===== config.mk =====
export PLATFORM = sky130hd
export DESIGN_NAME = rgb_to_hsv_pixel
export DESIGN_NICKNAME = d
export VERILOG_FILES = /design/src/hdl/rhp_pkg.sv /design/src/hdl/rhp_front.sv /design/src/hdl/rhp_divider.sv /design/src/hdl/rgb_to_hsv_pixel.sv
export SDC_FILE = /design/constraint.sdc
export NUM_CORES = 1
export LEC_CHECK = 0
export ABC_AREA = 1
export BUFFER_PORTS_ARGS = -buffer_cell sky130_fd_sc_hd__buf_2
export CORE_MARGIN = 3
export CORE_UTILIZATION = 35
export CTS_CLUSTER_SIZE = 14
export DETAILED_ROUTE_END_ITERATION = 8
export PLACE_DENSITY = 0.52
export SETUP_SLACK_MARGIN = 0.3
export SYNTH_ARGS = -nofsm -noshare
export SYNTH_HDL_FRONTEND = slang
export SYNTH_SLANG_ARGS = --single-unit

===== constraint.sdc =====
create_clock -name clk -period 14.9 [get_ports clk]
set_clock_uncertainty 0.2 [all_clocks]
set_input_delay 0.745 -clock clk [delete_from_list [all_inputs] [get_ports clk]]
set_output_delay 0.745 -clock clk [all_outputs]
set_load 0.005 [all_outputs]

===== src/hdl/rhp_pkg.sv =====
// ----------------------------------------------------------------------------
// rhp_pkg
// Shared types and constants for the RGB to HSV pixel converter.
// ----------------------------------------------------------------------------
package rhp_pkg;

    // Channel and intermediate widths
    localparam int PIX_W   = 8;          // one color channel
    localparam int M_W     = 11;         // hue sixths numerator, below 6 * 255
    localparam int D_W     = 9;          // signed channel difference
    localparam int QUO_W   = 8;          // quotient bits of both dividers
    localparam int HNUM_W  = 17;         // 85 * m
    localparam int HDEN_W  = 9;          // 2 * chroma
    localparam int SNUM_W  = 16;         // 255 * chroma
    localparam int SDEN_W  = 8;          // max channel

    // Pipeline depth ahead of the dividers
    localparam int FRONT_STAGES = 2;

    // Scale factors: 255 / 360 * 60 reduces to 85 / 2 per sixth of a turn
    localparam int HUE_MUL = 85;
    localparam int SAT_MUL = 255;

    // Hue sector, picked with priority blue, green, red
    typedef enum logic [1:0] {
        SEC_RED,
        SEC_GREEN,
        SEC_BLUE
    } sector_t;

endpackage


===== src/hdl/rhp_front.sv =====
// ----------------------------------------------------------------------------
// rhp_front
// Two register stages: max, min and sector, then dividend and divisor setup
// for the hue and saturation dividers.
// ----------------------------------------------------------------------------
module rhp_front
    import rhp_pkg::*;
(
    input  logic              clk,
    input  logic [1:0]        load,        // per-stage load enables
    input  logic [PIX_W-1:0]  red,
    input  logic [PIX_W-1:0]  green,
    input  logic [PIX_W-1:0]  blue,
    output logic [HNUM_W-1:0] hue_num,
    output logic [HDEN_W-1:0] hue_den,
    output logic [SNUM_W-1:0] sat_num,
    output logic [SDEN_W-1:0] sat_den,
    output logic [PIX_W-1:0]  value
);

    // Stage 1 combinational
    logic [PIX_W-1:0]   hi_next;
    logic [PIX_W-1:0]   lo_next;
    logic [PIX_W-1:0]   chroma_next;
    sector_t            sector_next;
    logic signed [D_W-1:0] diff_next;

    // Stage 1 registers
    logic [PIX_W-1:0]   hi_reg;
    logic [PIX_W-1:0]   chroma_reg;
    sector_t            sector_reg;
    logic signed [D_W-1:0] diff_reg;

    // Stage 2 combinational
    logic signed [M_W:0] base;
    logic signed [M_W:0] m_raw;
    logic [M_W-1:0]      m_val;
    logic [HNUM_W-1:0]   hue_num_next;
    logic [HDEN_W-1:0]   hue_den_next;
    logic [SNUM_W-1:0]   sat_num_next;
    logic [SDEN_W-1:0]   sat_den_next;

    // Stage 2 registers
    logic [HNUM_W-1:0]   hue_num_reg;
    logic [HDEN_W-1:0]   hue_den_reg;
    logic [SNUM_W-1:0]   sat_num_reg;
    logic [SDEN_W-1:0]   sat_den_reg;
    logic [PIX_W-1:0]    value_reg;

    // Max, min and sector select
    always_comb
    begin
        hi_next = (red > green) ? red : green;
        hi_next = (hi_next > blue) ? hi_next : blue;
        lo_next = (red < green) ? red : green;
        lo_next = (lo_next < blue) ? lo_next : blue;
        chroma_next = hi_next - lo_next;
        if (hi_next == blue)
        begin
            sector_next = SEC_BLUE;
            diff_next   = $signed({1'b0, red}) - $signed({1'b0, green});
        end
        else if (hi_next == green)
        begin
            sector_next = SEC_GREEN;
            diff_next   = $signed({1'b0, blue}) - $signed({1'b0, red});
        end
        else
        begin
            sector_next = SEC_RED;
            diff_next   = $signed({1'b0, green}) - $signed({1'b0, blue});
        end
    end

    always_ff @(posedge clk)
    begin
        if (load[0])
        begin
            hi_reg     <= hi_next;
            chroma_reg <= chroma_next;
            sector_reg <= sector_next;
            diff_reg   <= diff_next;
        end
    end

    // Hue in sixths of a turn times chroma: m = offset/60 * c + d, wrapped
    // into [0, 6c). Offsets 240 and 120 degrees become 4c and 2c.
    always_comb
    begin
        case (sector_reg)
            SEC_BLUE:  base = $signed({2'b00, chroma_reg, 2'b00});
            SEC_GREEN: base = $signed({3'b000, chroma_reg, 1'b0});
            default:   base = '0;
        endcase
        m_raw = base + (M_W + 1)'(diff_reg);
        if (m_raw < 0)
        begin
            // add a full turn, 6c
            m_raw = m_raw + $signed({2'b00, chroma_reg, 2'b00})
                          + $signed({3'b000, chroma_reg, 1'b0});
        end
        m_val = (chroma_reg == '0) ? '0 : m_raw[M_W-1:0];

        hue_num_next = HNUM_W'(m_val) * HNUM_W'(HUE_MUL);
        // a zero divisor becomes one so the quotient is zero
        hue_den_next = (chroma_reg == '0) ? HDEN_W'(1) : {chroma_reg, 1'b0};
        sat_num_next = SNUM_W'(chroma_reg) * SNUM_W'(SAT_MUL);
        sat_den_next = (hi_reg == '0) ? SDEN_W'(1) : hi_reg;
    end

    always_ff @(posedge clk)
    begin
        if (load[1])
        begin
            hue_num_reg <= hue_num_next;
            hue_den_reg <= hue_den_next;
            sat_num_reg <= sat_num_next;
            sat_den_reg <= sat_den_next;
            value_reg   <= hi_reg;
        end
    end

    assign hue_num = hue_num_reg;
    assign hue_den = hue_den_reg;
    assign sat_num = sat_num_reg;
    assign sat_den = sat_den_reg;
    assign value   = value_reg;

endmodule


===== src/hdl/rhp_divider.sv =====
// ----------------------------------------------------------------------------
// rhp_divider
// Pipelined restoring divider, one quotient bit per register stage. The
// quotient must fit in Q_W bits (num < den << Q_W).
// ----------------------------------------------------------------------------
module rhp_divider
    import rhp_pkg::*;
#(
    parameter int NUM_W = 16,
    parameter int DEN_W = 8,
    parameter int Q_W   = 8
)
(
    input  logic             clk,
    input  logic [Q_W-1:0]   load,         // per-stage load enables
    input  logic [NUM_W-1:0] num,
    input  logic [DEN_W-1:0] den,
    output logic [Q_W-1:0]   quo
);

    localparam int CMP_W = NUM_W + DEN_W;

    logic [NUM_W-1:0] rem_reg [Q_W];
    logic [DEN_W-1:0] den_reg [Q_W];
    logic [Q_W-1:0]   quo_reg [Q_W];

    for (genvar k = 0; k < Q_W; k++)
    begin : g_stage
        logic [NUM_W-1:0] rem_in;
        logic [DEN_W-1:0] den_in;
        logic [Q_W-1:0]   quo_in;
        logic [CMP_W-1:0] shifted;
        logic [CMP_W-1:0] rem_ext;
        logic             ge;
        logic [CMP_W-1:0] rem_next;
        logic [Q_W-1:0]   quo_next;

        if (k == 0)
        begin : g_first
            assign rem_in = num;
            assign den_in = den;
            assign quo_in = '0;
        end
        else
        begin : g_rest
            assign rem_in = rem_reg[k-1];
            assign den_in = den_reg[k-1];
            assign quo_in = quo_reg[k-1];
        end

        // trial subtract of the divisor aligned to this quotient bit
        always_comb
        begin
            shifted  = CMP_W'(den_in) << (Q_W - 1 - k);
            rem_ext  = CMP_W'(rem_in);
            ge       = (rem_ext >= shifted);
            rem_next = ge ? (rem_ext - shifted) : rem_ext;
            quo_next = {quo_in[Q_W-2:0], ge};
        end

        always_ff @(posedge clk)
        begin
            if (load[k])
            begin
                rem_reg[k] <= rem_next[NUM_W-1:0];
                den_reg[k] <= den_in;
                quo_reg[k] <= quo_next;
            end
        end
    end

    assign quo = quo_reg[Q_W-1];

endmodule


===== src/hdl/rgb_to_hsv_pixel.sv =====
// ----------------------------------------------------------------------------
// rgb_to_hsv_pixel
// 8-bit RGB to HSV pixel converter, fully pipelined.
//
//   channel   dir  tdata fields (low bit first)        tuser/tlast
//   s_axis    in   red[7:0] green[15:8] blue[23:16]     none
//   m_axis    out  hue[7:0] saturation[15:8] value[23:16]  none
//
// One pixel per clock sustained while m_axis_tready is high; the pipeline has
// 2 setup stages plus one stage per quotient bit of the two parallel 8-bit dividers.
// The last divider stage is the output register.
// Reset clears all stage valid bits; payload registers are not reset.
// Each stage holds while the one after it is full and stalled, so bubbles
// are filled and input is taken while a result waits on m_axis.
// ----------------------------------------------------------------------------
module rgb_to_hsv_pixel
    import rhp_pkg::*;
(
    input  logic                clk,
    input  logic                rst_n,
    input  logic                s_axis_tvalid,
    output logic                s_axis_tready,
    input  logic [3*PIX_W-1:0]  s_axis_tdata,   // red, green, blue
    output logic                m_axis_tvalid,
    input  logic                m_axis_tready,
    output logic [3*PIX_W-1:0]  m_axis_tdata    // hue, saturation, value
);

    localparam int NSTG = FRONT_STAGES + QUO_W;

    logic [NSTG-1:0] valid_reg;
    logic [NSTG-1:0] valid_next;
    logic [NSTG:0]   ready;
    logic [NSTG-1:0] load;

    logic [HNUM_W-1:0] hue_num;
    logic [HDEN_W-1:0] hue_den;
    logic [SNUM_W-1:0] sat_num;
    logic [SDEN_W-1:0] sat_den;
    logic [PIX_W-1:0]  value_front;
    logic [QUO_W-1:0]  hue_q;
    logic [QUO_W-1:0]  sat_q;
    logic [PIX_W-1:0]  value_reg [QUO_W];

    // Stage ready chain: a stage loads when empty or when it is draining
    always_comb
    begin
        ready[NSTG] = m_axis_tready;
        for (int i = NSTG - 1; i >= 0; i--)
        begin
            ready[i] = !valid_reg[i] || ready[i+1];
        end
        load = ready[NSTG-1:0];
        for (int i = 0; i < NSTG; i++)
        begin
            if (!load[i])
                valid_next[i] = valid_reg[i];
            else if (i == 0)
                valid_next[i] = s_axis_tvalid;
            else
                valid_next[i] = valid_reg[i-1];
        end
    end

    always_ff @(posedge clk or negedge rst_n)
    begin
        if (!rst_n)
            valid_reg <= '0;
        else
            valid_reg <= valid_next;
    end

    // Max/min, sector and divider operand setup
    rhp_front u_front (
        .clk     (clk),
        .load    (load[FRONT_STAGES-1:0]),
        .red     (s_axis_tdata[PIX_W-1:0]),
        .green   (s_axis_tdata[2*PIX_W-1:PIX_W]),
        .blue    (s_axis_tdata[3*PIX_W-1:2*PIX_W]),
        .hue_num (hue_num),
        .hue_den (hue_den),
        .sat_num (sat_num),
        .sat_den (sat_den),
        .value   (value_front)
    );

    // Hue: floor(85 * m / (2 * chroma))
    rhp_divider #(
        .NUM_W (HNUM_W),
        .DEN_W (HDEN_W),
        .Q_W   (QUO_W)
    ) u_hue_div (
        .clk  (clk),
        .load (load[NSTG-1:FRONT_STAGES]),
        .num  (hue_num),
        .den  (hue_den),
        .quo  (hue_q)
    );

    // Saturation: floor(255 * chroma / max)
    rhp_divider #(
        .NUM_W (SNUM_W),
        .DEN_W (SDEN_W),
        .Q_W   (QUO_W)
    ) u_sat_div (
        .clk  (clk),
        .load (load[NSTG-1:FRONT_STAGES]),
        .num  (sat_num),
        .den  (sat_den),
        .quo  (sat_q)
    );

    // Value rides alongside the divider stages
    always_ff @(posedge clk)
    begin
        for (int k = 0; k < QUO_W; k++)
        begin
            if (load[FRONT_STAGES+k])
                value_reg[k] <= (k == 0) ? value_front : value_reg[(k == 0) ? 0 : k-1];
        end
    end

    assign s_axis_tready = ready[0];
    assign m_axis_tvalid = valid_reg[NSTG-1];
    assign m_axis_tdata  = {value_reg[QUO_W-1], sat_q, hue_q};

    // A ready sink lets the whole pipeline advance
    a_ready_through: assert property (@(posedge clk) disable iff (!rst_n)
        m_axis_tready |-> s_axis_tready)
        else $error("input stalled while output is ready");

    // Black or gray pixels give zero saturation and zero hue
    a_black: assert property (@(posedge clk) disable iff (!rst_n)
        (m_axis_tvalid && m_axis_tdata[3*PIX_W-1:2*PIX_W] == '0)
        |-> (m_axis_tdata[2*PIX_W-1:0] == '0))
        else $error("nonzero hue or saturation for black pixel");

    a_gray: assert property (@(posedge clk) disable iff (!rst_n)
        (m_axis_tvalid && m_axis_tdata[2*PIX_W-1:PIX_W] == '0)
        |-> (m_axis_tdata[PIX_W-1:0] == '0))
        else $error("nonzero hue with zero saturation");

    // Hue never reaches a full turn
    a_hue_range: assert property (@(posedge clk) disable iff (!rst_n)
        m_axis_tvalid |-> (m_axis_tdata[PIX_W-1:0] != '1))
        else $error("hue out of range");

endmodule

Yosys cells after proc, flatten, opt, wreduce, memory -nomap -nowiden
Memories as Yosys holds them, arrays and structs flattened.
Index checks and enable logic that the tools add are counted.
{"block": "word_totals", "ff_bits": 95, "word_cells": 142, "n_memories": 7, "mem_bits_rw": 592, "inputBits": 28}
{"memory": "u_hue_div.rem_reg", "words": 8, "width": 17, "rd": 7, "rd_ports_with_merged_regs": 0, "write_ports": 8, "line_no": "rhp_divider.sv:23", "source": "logic [NUM_W-1:0] rem_reg [Q_W];"}
{"memory": "u_sat_div.rem_reg", "words": 8, "width": 16, "rd": 7, "rd_ports_with_merged_regs": 0, "write_ports": 8, "line_no": "rhp_divider.sv:23"}
{"memory": "u_hue_div.den_reg", "words": 8, "width": 9, "rd": 7, "rd_ports_with_merged_regs": 0, "write_ports": 8, "line_no": "rhp_divider.sv:24", "source": "logic [DEN_W-1:0] den_reg [Q_W];"}
{"memory": "u_hue_div.quo_reg", "words": 8, "width": 8, "rd": 8, "rd_ports_with_merged_regs": 0, "write_ports": 8, "line_no": "rhp_divider.sv:25", "source": "logic [Q_W-1:0] quo_reg [Q_W];"}
{"memory": "u_sat_div.den_reg", "words": 8, "width": 8, "rd": 7, "rd_ports_with_merged_regs": 0, "write_ports": 8, "line_no": "rhp_divider.sv:24"}
{"memory": "u_sat_div.quo_reg", "words": 8, "width": 8, "rd": 8, "rd_ports_with_merged_regs": 0, "write_ports": 8, "line_no": "rhp_divider.sv:25"}
{"memory": "1 more memories"}
{"block": "op_classes", "eq_ne": 4, "addsub": 23, "n_lt_le_gt_ge": 21, "n_reduce_logical": 22, "mul": 2, "n_mux": 43}
{"cell": "$mux W17", "n": 8}
{"cell": "$mux W16", "n": 8}
{"cell": "$mux W8", "n": 4}
{"cell": "$sub A8 B8 Y9", "n": 3}
{"cell": "$mux W11", "n": 2}
{"cell": "$pmux W10 S2", "n": 1}
{"cell": "$mux W1", "n": 18}
{"cell": "$mux W9", "n": 2}
{"cell": "$ge A17 B10 Y1", "n": 1}
{"cell": "$ge A17 B11 Y1", "n": 1}
{"cell": "$ge A17 B12 Y1", "n": 1}
{"cell": "$ge A17 B13 Y1", "n": 1}
{"cell": "$ge A17 B14 Y1", "n": 1}
{"cell": "$ge A17 B15 Y1", "n": 1}
{"cell": "$ge A17 B16 Y1", "n": 1}
{"cell": "$ge A17 B9 Y1", "n": 1}
{"cell": "$mul A11 B7 Y17 const B", "n": 1}
{"cell": "$sub A17 B10 Y17", "n": 1}
{"cell": "$sub A17 B11 Y17", "n": 1}
{"cell": "$sub A17 B12 Y17", "n": 1}
{"cell": "$sub A17 B13 Y17", "n": 1}
{"cell": "$sub A17 B14 Y17", "n": 1}
{"cell": "$sub A17 B15 Y17", "n": 1}
{"cell": "$sub A17 B16 Y17", "n": 1}
{"cell": "31 further kinds", "n": 53}

Longest topological paths before layout
Gate-level depths: netlist of run 1.
{"block": "logic_depth", "depth_word": 11, "ltp_mapped": 37, "depth_no_buf": 37}

Cells and area by module
Synthesis of run 1 repeated with hierarchy kept, for this count alone.
{"block": "unflattened", "cells_unflattened": 3939, "hier_area_um2": 35922.0}
{"module": "rhp_divider (u_hue_div)", "area_each_um2": 12589.6, "seq_area_each_um2": 6546.3, "n_inst": 1, "cells_each": 1456}
{"module": "rhp_divider (u_sat_div)", "area_each_um2": 11634.9, "seq_area_each_um2": 6125.9, "n_inst": 1, "cells_each": 1301}
{"module": "rhp_front", "area_each_um2": 9286.4, "seq_area_each_um2": 2552.4, "n_inst": 1, "cells_each": 1068}
{"module": "rgb_to_hsv_pixel", "area_each_um2": 2411.1, "seq_area_each_um2": 2172.1, "n_inst": 1, "cells_each": 114}

Worst setup path after synthesis of run 1
No wires, ideal clock.
{"block": "synth_timing", "path_kind": "input port to flip-flop", "from": "in m_axis_tready", "to": "reg u_front.hue_den_reg[0], in the netlist u_front.hue_den[0] (enable)", "setup_slack_ns": 2.634, "required_time_ns": 14.288, "path_buffers": 0, "t_arrival_ns": 11.654, "cell_stages": 16, "path_cell_list": "nor2_1 -> inv_1 -> nor2_1 -> inv_1 -> nor2_1 -> inv_1 -> nor2_1 -> inv_1 -> nor2_1 -> inv_1 -> nor2_1 -> inv_1 -> nor2_1 -> nand2_1 -> nor2_1 -> inv_1"}
{"block": "synth_between", "elab_chain_len": 9}
{"element": "from (decl)", "line_no": "rgb_to_hsv_pixel.sv:25", "source": "input logic m_axis_tready,"}
{"element": "$logic_or A1 B1 Y1", "line_no": "rgb_to_hsv_pixel.sv:51", "source": "ready[i] = !valid_reg[i] || ready[i+1];"}
{"element": "net load[9]", "line_no": "rgb_to_hsv_pixel.sv:34", "source": "logic [NSTG-1:0] load;"}
{"element": "$logic_or A1 B1 Y1", "line_no": "rgb_to_hsv_pixel.sv:51"}
{"element": "net load[8]", "line_no": "rgb_to_hsv_pixel.sv:34"}
{"element": "$logic_or A1 B1 Y1", "line_no": "rgb_to_hsv_pixel.sv:51"}
{"element": "net load[7]", "line_no": "rgb_to_hsv_pixel.sv:34"}
{"element": "$logic_or A1 B1 Y1", "line_no": "rgb_to_hsv_pixel.sv:51"}
{"element": "net load[6]", "line_no": "rgb_to_hsv_pixel.sv:34"}
{"element": "$logic_or A1 B1 Y1", "line_no": "rgb_to_hsv_pixel.sv:51"}
{"element": "net load[5]", "line_no": "rgb_to_hsv_pixel.sv:34"}
{"element": "$logic_or A1 B1 Y1", "line_no": "rgb_to_hsv_pixel.sv:51"}
{"element": "net load[4]", "line_no": "rgb_to_hsv_pixel.sv:34"}
{"element": "$logic_or A1 B1 Y1 (2 in a row)", "line_no": "rgb_to_hsv_pixel.sv:51"}
{"element": "net load[2]", "line_no": "rgb_to_hsv_pixel.sv:34"}
{"element": "$logic_or A1 B1 Y1", "line_no": "rgb_to_hsv_pixel.sv:51"}
{"element": "net load[1]", "line_no": "rgb_to_hsv_pixel.sv:34"}
{"element": "to (signal assigned)", "line_no": "rhp_front.sv:116", "source": "hue_den_reg <= hue_den_next;"}
{"element": "to (decl)", "line_no": "rhp_front.sv:45", "source": "logic [HDEN_W-1:0] hue_den_reg;"}
The timed path passes the listed nets, and every way through them passes these cells.
A chain may end at the register's enable or synchronous reset.

Worst setup path after layout of run 1
{"block": "layout_timing", "from": "reg u_front.sector_reg[0]", "to": "reg u_front.hue_num_reg[14], in the netlist u_front.hue_num[14], data pin"}
{"block": "layout_between", "elab_chain_len": 8, "elab_cells_between_ends": 10}
{"element": "from (decl)", "line_no": "rhp_front.sv:31", "source": "sector_t sector_reg;"}
{"element": "from (signal assigned)", "line_no": "rhp_front.sv:81", "source": "sector_reg <= sector_next;"}
{"element": "$eq A2 B1 Y1 / $eq A2 B2 Y1 (equally long branches)", "line_no": "rhp_front.sv:90", "source": "case (sector_reg)"}
{"element": "$pmux W10 S2 *", "line_no": "rhp_front.sv:90"}
{"element": "$add A11 B9 Y12 *", "line_no": "rhp_front.sv:95", "source": "m_raw = base + (M_W + 1)'(diff_reg);"}
{"element": "$add A11 B11 Y11", "line_no": "rhp_front.sv:99", "source": "m_raw = m_raw + $signed({2'b00, chroma_reg, 2'b00})"}
{"element": "$add A11 B10 Y11", "line_no": "rhp_front.sv:100", "source": "+ $signed({3'b000, chroma_reg, 1'b0});"}
{"element": "$mux W11 *", "line_no": "rhp_front.sv:96", "source": "if (m_raw < 0)"}
{"element": "$mux W11 *", "line_no": "rhp_front.sv:102", "source": "m_val = (chroma_reg == '0) ? '0 : m_raw[M_W-1:0];"}
{"element": "$mul A11 B7 Y17 *", "line_no": "rhp_front.sv:104", "source": "hue_num_next = HNUM_W'(m_val) * HNUM_W'(HUE_MUL);"}
{"element": "net u_front.hue_num_next[14]", "line_no": "rhp_front.sv:38", "source": "logic [HNUM_W-1:0] hue_num_next;"}
{"element": "to (signal assigned)", "line_no": "rhp_front.sv:115", "source": "hue_num_reg <= hue_num_next;"}
{"element": "to (decl)", "line_no": "rhp_front.sv:44", "source": "logic [HNUM_W-1:0] hue_num_reg;"}
The timed path passes the listed nets; every way through them passes the cells marked *.

==> results of run 1 <==
==> logic make-up after synthesis <==
family,synth area share (%)
flops,53.2
xor+xnor,4.80
compound gates,7.77
mux,0.0345
fa+ha+maj,15.2
buf+inv,6.47
simple gates,12.5
==> per-layer routing <==
metal  GRT usage, %  part of all wire [%]
met1           15.3                    42
met2           23.3                    50
met3           1.96                   3.2
met4           5.58                   4.3
met5              0                 0.044
==> layout by cell type (no fill, tap or decap), types with 4 or more instances in the layout <==
| master | n |
|---|---|
| edfxtp_1 | 571 |
| nand2_1 | 497 |
| inv_1 | 482 |
| ha_1 | 284 |
| a21oi_1 | 197 |
| nor2_1 | 181 |
| o21ai_0 | 169 |
| nand3_1 | 124 |
| xor2_1 | 104 |
| xnor2_1 | 75 |
| clkbuf_16 | 71 |
| fa_1 | 70 |
| buf_2 | 53 |
| nor3_1 | 34 |
| nand4_1 | 29 |
| nor4_1 | 22 |
| a31oi_1 | 18 |
| nand2_2 | 16 |
| clkinv_1 | 15 |
| or2_2 | 14 |
| o21ai_1 | 13 |
| buf_4 | 13 |
| o211ai_1 | 12 |
| clkinv_2 | 12 |
| inv_2 | 11 |
| a21o_1 | 11 |
| clkbuf_1 | 11 |
| dfrtp_1 | 10 |
| o21bai_1 | 9 |
| nand3_2 | 7 |
| o22ai_1 | 7 |
| o21a_1 | 7 |
| nor2_2 | 6 |
| nand3b_1 | 6 |
| inv_6 | 5 |
| bufinv_16 | 5 |
| a211oi_1 | 4 |
==> per-stage QoR <==
stage	hold WS (ns)	instances	cell area [sq um]	util [%]
floorplan	0.200	3071	32700	-
finish	0.141	4458	36500	39.7
global placement	0.201	4332	34300	37.3
global route	0.128	4458	36500	39.7
detailed placement	0.205	4332	34300	37.3
CTS	0.0945	4458	36500	39.7
==> final timing paths <==
check                                            to  cells past startpoint                     start
setup / recovery                u_front.hue_num[14]                     34     u_front.sector_reg[0]
hold / removal                         valid_reg[0]                      3             s_axis_tvalid
setup reg to reg                u_front.hue_num[14]                     34     u_front.sector_reg[0]
hold reg to reg            u_sat_div.quo_reg[0][26]                      0  u_sat_div.quo_reg[0][17]
max in group asynchronous              valid_reg[8]                      2                     rst_n
min in group asynchronous              valid_reg[0]                      2                     rst_n
==> worst max-delay path: cells and delay by family, from the launching register on <==
family	cells	cell delay (ns)
compound gates	11	2.18
xor+xnor	2	0.35
fa+ha+maj	8	2.97
buf+inv	6	0.37
flops	1	0.39
simple gates	7	0.72
==> area by class of cell <==
type                    count  area (sq um)  area share (%)
repair buffers             67           373            1.02
clock buffers              83          1830            5.01
multi-input cells        1948         13200            36.0
inverters                 494          1860            5.08
flip-flops and latches    581         17400            47.6
clock inverters            42           369            1.01
well taps                1243          1560            4.26
==> flow_summary.toml, run 1 <==
[worst_setup_path]
setup.worst_path.class = "reg -> reg"
start_kind = "flip-flop"
critPathMaxStageDelay_ns = 0.49
r2r_slack_ns = 7.50
slowest_stage = "fa_1"
required_ns = 15.05
cp.arrival_ns = 7.54
end_kind = "flip-flop"
crit_top_cell = "inv_1"
worstPathMaxFanout = 8

[timing]
rsz0062_at_grt = "false"
fmax_mhz = 135
setup_ws_ns = 7.50
fin_tns_setup_ns = 0
period_share_pct = 49.7
setup_violations = 0
min_period_ns = 7.40
hold_viol = 0
maxSlewHeadroom_pct = 22.5
slew_viol_final = 0
worst_pin_slew_ns = 1.16

[layout]
largest_reg_flops = 119
layout-drive-gt1-share_pct = 6.97
nets = 3544
diodes = 0
area_delta_synth_final_pct = 11.9
fillers = 8996

[logic_synthesis]
synth_cell_types = 53
synth_edf_count = 571
ys.flop_type = "edfxtp_1"
synth_area_sq_um = 32700
syn-num-nets = 3453
async_flop_share_pct = 1.72
synthCells = 3071
yosys-top-cells-area = "edfxtp_1 52%, ha_1 11%, nand2_1 5.7%"
ys_ff_latch = 581
synthDominantCellAreaShare_pct = 52.5
yosysMostFrequentCell = "edfxtp_1"
synthTopCellsByCount = "571 x edfxtp_1, 498 x nand2_1, 489 x inv_1, 284 x ha_1, 197 x a21oi_1"
ys.warnings.count = 0
synth_top_area_cell = "edfxtp_1"
syn_avg_cell_area_sq_um = 10.6
ys_seq_area_share_pct = 53.2

[clock_tree]
cts_root_buf = "clkbuf_16"
cts_tree = "done"
postCtsSetupRepairBufs = 0
ctsHoldBuffers = 1
cts_buffer_depth = 3
cts_buffers = 70
h-tree-depth = 3
clkTransAtPathRegs_ns = 0.06
cts_num_sinks = 581
post_cts_resized = 0
clock_latency_ns = 0.60

[floorplan]
placementRows = 111
dieHeight_um = 312
ios = 54
placeableCoreArea_sq_um = 92100
die_area_sq_um = 97100
start_util_pct = 35.5
die_w_um = 312

[drt]
firstDrtPassIters = 7
post-route-drc-count = 0
final_antenna_net_count = 0
vias_per_cell = 4.56
routedWlPerCell_um = 13.8
vias = 20300
drt_iter0_drc = 1093
routed_wl_um = 61500

[global_routing]
grt_pass1_vias = 20500
grt_max_degree = 69
grt_pass1_wl_um = 103000
gr-total-overflow = 0
antenna_found_initial = 2
track_usage_pct = 12.9

[placed_design]
dp_hpwl_um = 48200
portBuffers = 53
place.gp.congestion = 0.874
dp_slack_ns = 7.46

[min_path]
hp-class = "in -> reg"

[outcome]
status = "complete, no violations"

[job]
cap_viol_max_count = 0
Power of run 1 is not shown: default switching activity piles up to over one toggle a cycle in this logic, so the estimate is an artifact.
==> run 2, diff against run 1 <==
--- a/config.mk
+++ b/config.mk
@@ -5,13 +5,13 @@
 export SDC_FILE = /design/constraint.sdc
 export NUM_CORES = 1
 export LEC_CHECK = 0
-export ABC_AREA = 1
+export ABC_AREA = 0
 export BUFFER_PORTS_ARGS = -buffer_cell sky130_fd_sc_hd__buf_2
 export CORE_MARGIN = 3
 export CORE_UTILIZATION = 35
 export CTS_CLUSTER_SIZE = 14
 export DETAILED_ROUTE_END_ITERATION = 8
-export PLACE_DENSITY = 0.52
+export PLACE_DENSITY = 0.54
 export SETUP_SLACK_MARGIN = 0.3
 export SYNTH_ARGS = -nofsm -noshare
 export SYNTH_HDL_FRONTEND = slang
==> constraint.sdc (replaced) <==
create_clock -name clk -period 6.1 [get_ports clk]
set_clock_uncertainty 0.2 [all_clocks]
set_input_delay 0.305 -clock clk [delete_from_list [all_inputs] [get_ports clk]]
set_output_delay 0.305 -clock clk [all_outputs]
set_load 0.005 [all_outputs]
==> run 2 against run 1 <==
The run now ends with setup timing left. Worst setup slack worse by 7.9 ns. Synthesized area is 0.54% higher. Die area is 0.53% higher. Via count is 0.21% lower. Flip-flop and latch count stayed put. Maximum frequency is 13% higher. Count of clock-buffer cells in the layout is 2 higher. Global-route usage is 0.14 points lower. First-iteration DRC count is 8.3% lower. Design area is 4.2% higher. Sequential share of layout area is 1.9 points lower. Highest routed layer is now met4.
==> flow_summary.toml, run 2 <==
[clock_tree]
h-tree-depth = 3
clock_latency_ns = 0.60
cts_buffer_depth = 3
cts_buffers = 67
cts_tree = "done"
cts_root_buf = "clkbuf_16"
clkTransAtPathRegs_ns = 0.06
cts_num_sinks = 581

[logic_synthesis]
muxShareOfSynthArea_pct = 2.93
yosys-top-cells-area = "edfxtp_1 52%, ha_1 11%, fa_1 4.3%"
synthTopCellsByCount = "571 x edfxtp_1, 353 x inv_1, 284 x ha_1, 181 x nor2_1, 141 x nand2_1"
synthXorXnorAreaFrac_pct = 4.88
synthCells = 2750
syn_avg_cell_area_sq_um = 11.9
synth_fa_ha_area_share_pct = 15.1
synth_simple_gate_area_share_pct = 9.90
synth_compound_area_share_pct = 9.51
synthDominantCellAreaShare_pct = 52.2
synth_area_sq_um = 32800
ys.warnings.count = 0
yosysMostFrequentCell = "edfxtp_1"
syn-num-nets = 3132
async_flop_share_pct = 1.72
synth_top_family_by_area = "adder cells"
synth_edf_count = 571
ys.flop_type = "edfxtp_1"
synth_cell_types = 91
synth_top_area_cell = "edfxtp_1"
ys_ff_latch = 581
ys_seq_area_share_pct = 53.0

[timing]
worst_pin_slew_ns = 1.11
fmax_mhz = 153
maxSlewHeadroom_pct = 26.3
rsz0062_at_grt = "true"
slew_viol_final = 0
setup_ws_ns = -0.436
min_period_ns = 6.54
period_share_pct = 107
setup_violations = 7
hold_viol = 0

[worst_setup_path]
end_kind = "flip-flop"
slowest_stage = "fa_1"
reg2regPathDepth = 29
r2r_end = "u_front.hue_num[16]"
r2r_start = "u_front.sector_reg[0]"
worstPathMaxFanout = 6
setup.worst_path.class = "reg -> reg"
critPathMaxStageDelay_ns = 0.50
required_ns = 6.25
cp.arrival_ns = 6.69
start_kind = "flip-flop"
r2r_slack_ns = -0.44

[min_path]
whs_path_depth = 2
whs_endpoint = "u_front.hi_reg[7]"
min_from = "s_axis_tdata[23]"
hp-class = "in -> reg"

[drt]
routed_wl_um = 62100
vias = 20300
vias_per_cell = 4.79
final_antenna_net_count = 0
post-route-drc-count = 0
routedWlPerCell_um = 14.7
firstDrtPassIters = 5
drt_iter0_drc = 1002

[floorplan]
placeableCoreArea_sq_um = 92400
dieHeight_um = 312
start_util_pct = 35.6
ios = 54
die_area_sq_um = 97600
die_w_um = 312
placementRows = 111

[layout]
seq_area_sq_um = 17400
multi_input_area_sq_um = 14400
fillers = 8607
area_delta_synth_final_pct = 15.9
diodes = 0
most-common-layout-cells = "571 x edfxtp_1, 336 x inv_1, 261 x ha_1, 177 x nor2_1, 136 x nand2_1"
final_common_cell = "edfxtp_1"
layout-drive-gt1-share_pct = 14.1
nets = 3325
largest_reg_flops = 119
utilization_pct = 41.2

[global_routing]
grt_pass1_vias = 21200
grt_pass1_wl_um = 104000
grt_max_degree = 72
gr-total-overflow = 0
track_usage_pct = 12.8
antenna_found_initial = 0

[placed_design]
place.gp.congestion = 0.851
portBuffers = 53
dp_hpwl_um = 48600

[outcome]
violations = "setup timing"
status = "finished with violations"

[job]
cap_viol_max_count = 0
[run 2: changes by cell type after synthesis, sizes merged, moves of 18 or more]
| cell | before | now |
|---|---|---|
| a21boi | 2 | 33 |
| a21o | 11 | 47 |
| mux2i | 0 | 45 |
| nand2b | 0 | 26 |
| xor2 | 104 | 68 |
| nand2 | 513 | 142 |
| xnor2 | 75 | 115 |
| o21a | 7 | 25 |
| mux2 | 1 | 44 |
| o21ai | 182 | 146 |
| a21oi | 198 | 125 |
| nor2b | 0 | 59 |
| nand3 | 132 | 37 |
| inv | 494 | 357 |
[run 2: per-layer routing]
metal / GRT usage (%) / wire length [um] / up-vias
li1: - / - / 10200
met1: 15.5 / 27100 / 9653
met2: 23.1 / 31300 / 282
met3: 1.78 / 1670 / 118
met4: 4.74 / 1970 / 0
met5: 0 / 0 / -
[run 2: worst max path at each step]
stage	from	end	slack, ns	cells after the start
floorplan	u_front.sector_reg[0]	u_front.hue_num[16]	-0.22	29
global placement	u_front.sector_reg[0]	u_front.hue_num[16]	-0.36	31
detailed placement	u_front.sector_reg[0]	u_front.hue_num[16]	-0.47	30
CTS	u_front.sector_reg[1]	u_front.hue_num[16]	-0.38	30
global route	u_front.sector_reg[0]	u_front.hue_num[16]	-0.77	31
finish	u_front.sector_reg[0]	u_front.hue_num[16]	-0.44	29
[run 2: critical path: cells and delay by family, from the launching register on]
family                   cells  cell delay [ns]
adder cells (fa/ha/maj)      9             2.94
flip-flops                   1             0.45
buffers and inverters        4             0.27
AO/OA/AOI/OAI                9             1.32
XOR/XNOR                     4             0.57
AND/OR/NAND/NOR              3             0.58
[run 2: cell families after synthesis]
logic type,after synthesis
compound gates,491
xor+xnor,183
fa+ha+maj,354
buf+inv,404
flops,581
mux,89
simple gates,648
[run 2: metrics by stage]
step	std cells	hold slack [ns]	setup TNS [ns]	instance area, sq um	setup WS, ns
6_report	4236	0.0342	-1.90	38100	-0.436
5_1_grt	4236	0.0285	-4.17	38100	-0.771
4_1_cts	4229	0.00257	-1.57	37800	-0.383
3_5_place_dp	4093	0.0535	-2.07	35400	-0.465
3_3_place_gp	4093	0.0450	-1.39	35400	-0.357
2_1_floorplan	2750	-0.191	-0.359	33100	-0.216
[run 2: repair_timing]
item / CTS / global route
hold buffers: 5 / 0
endpoints found under the hold margin: 18 / 0
setup buffers: 12 / 7
endpoints found under the setup margin: 10 / 10
resized for setup: 14 / 41
pin swaps: 1 / 33
[run 2: final cells by class]
type	instances	share of cell area [%]
Clock inverter	34	1.15
Multi-Input combinational cell	1765	37.9
Sequential cell	581	45.7
Clock buffer	85	4.63
Timing Repair Buffer	170	3.06
Inverter	358	3.54
Tap cell	1243	4.08
Power of run 2 is left out for the same reason.
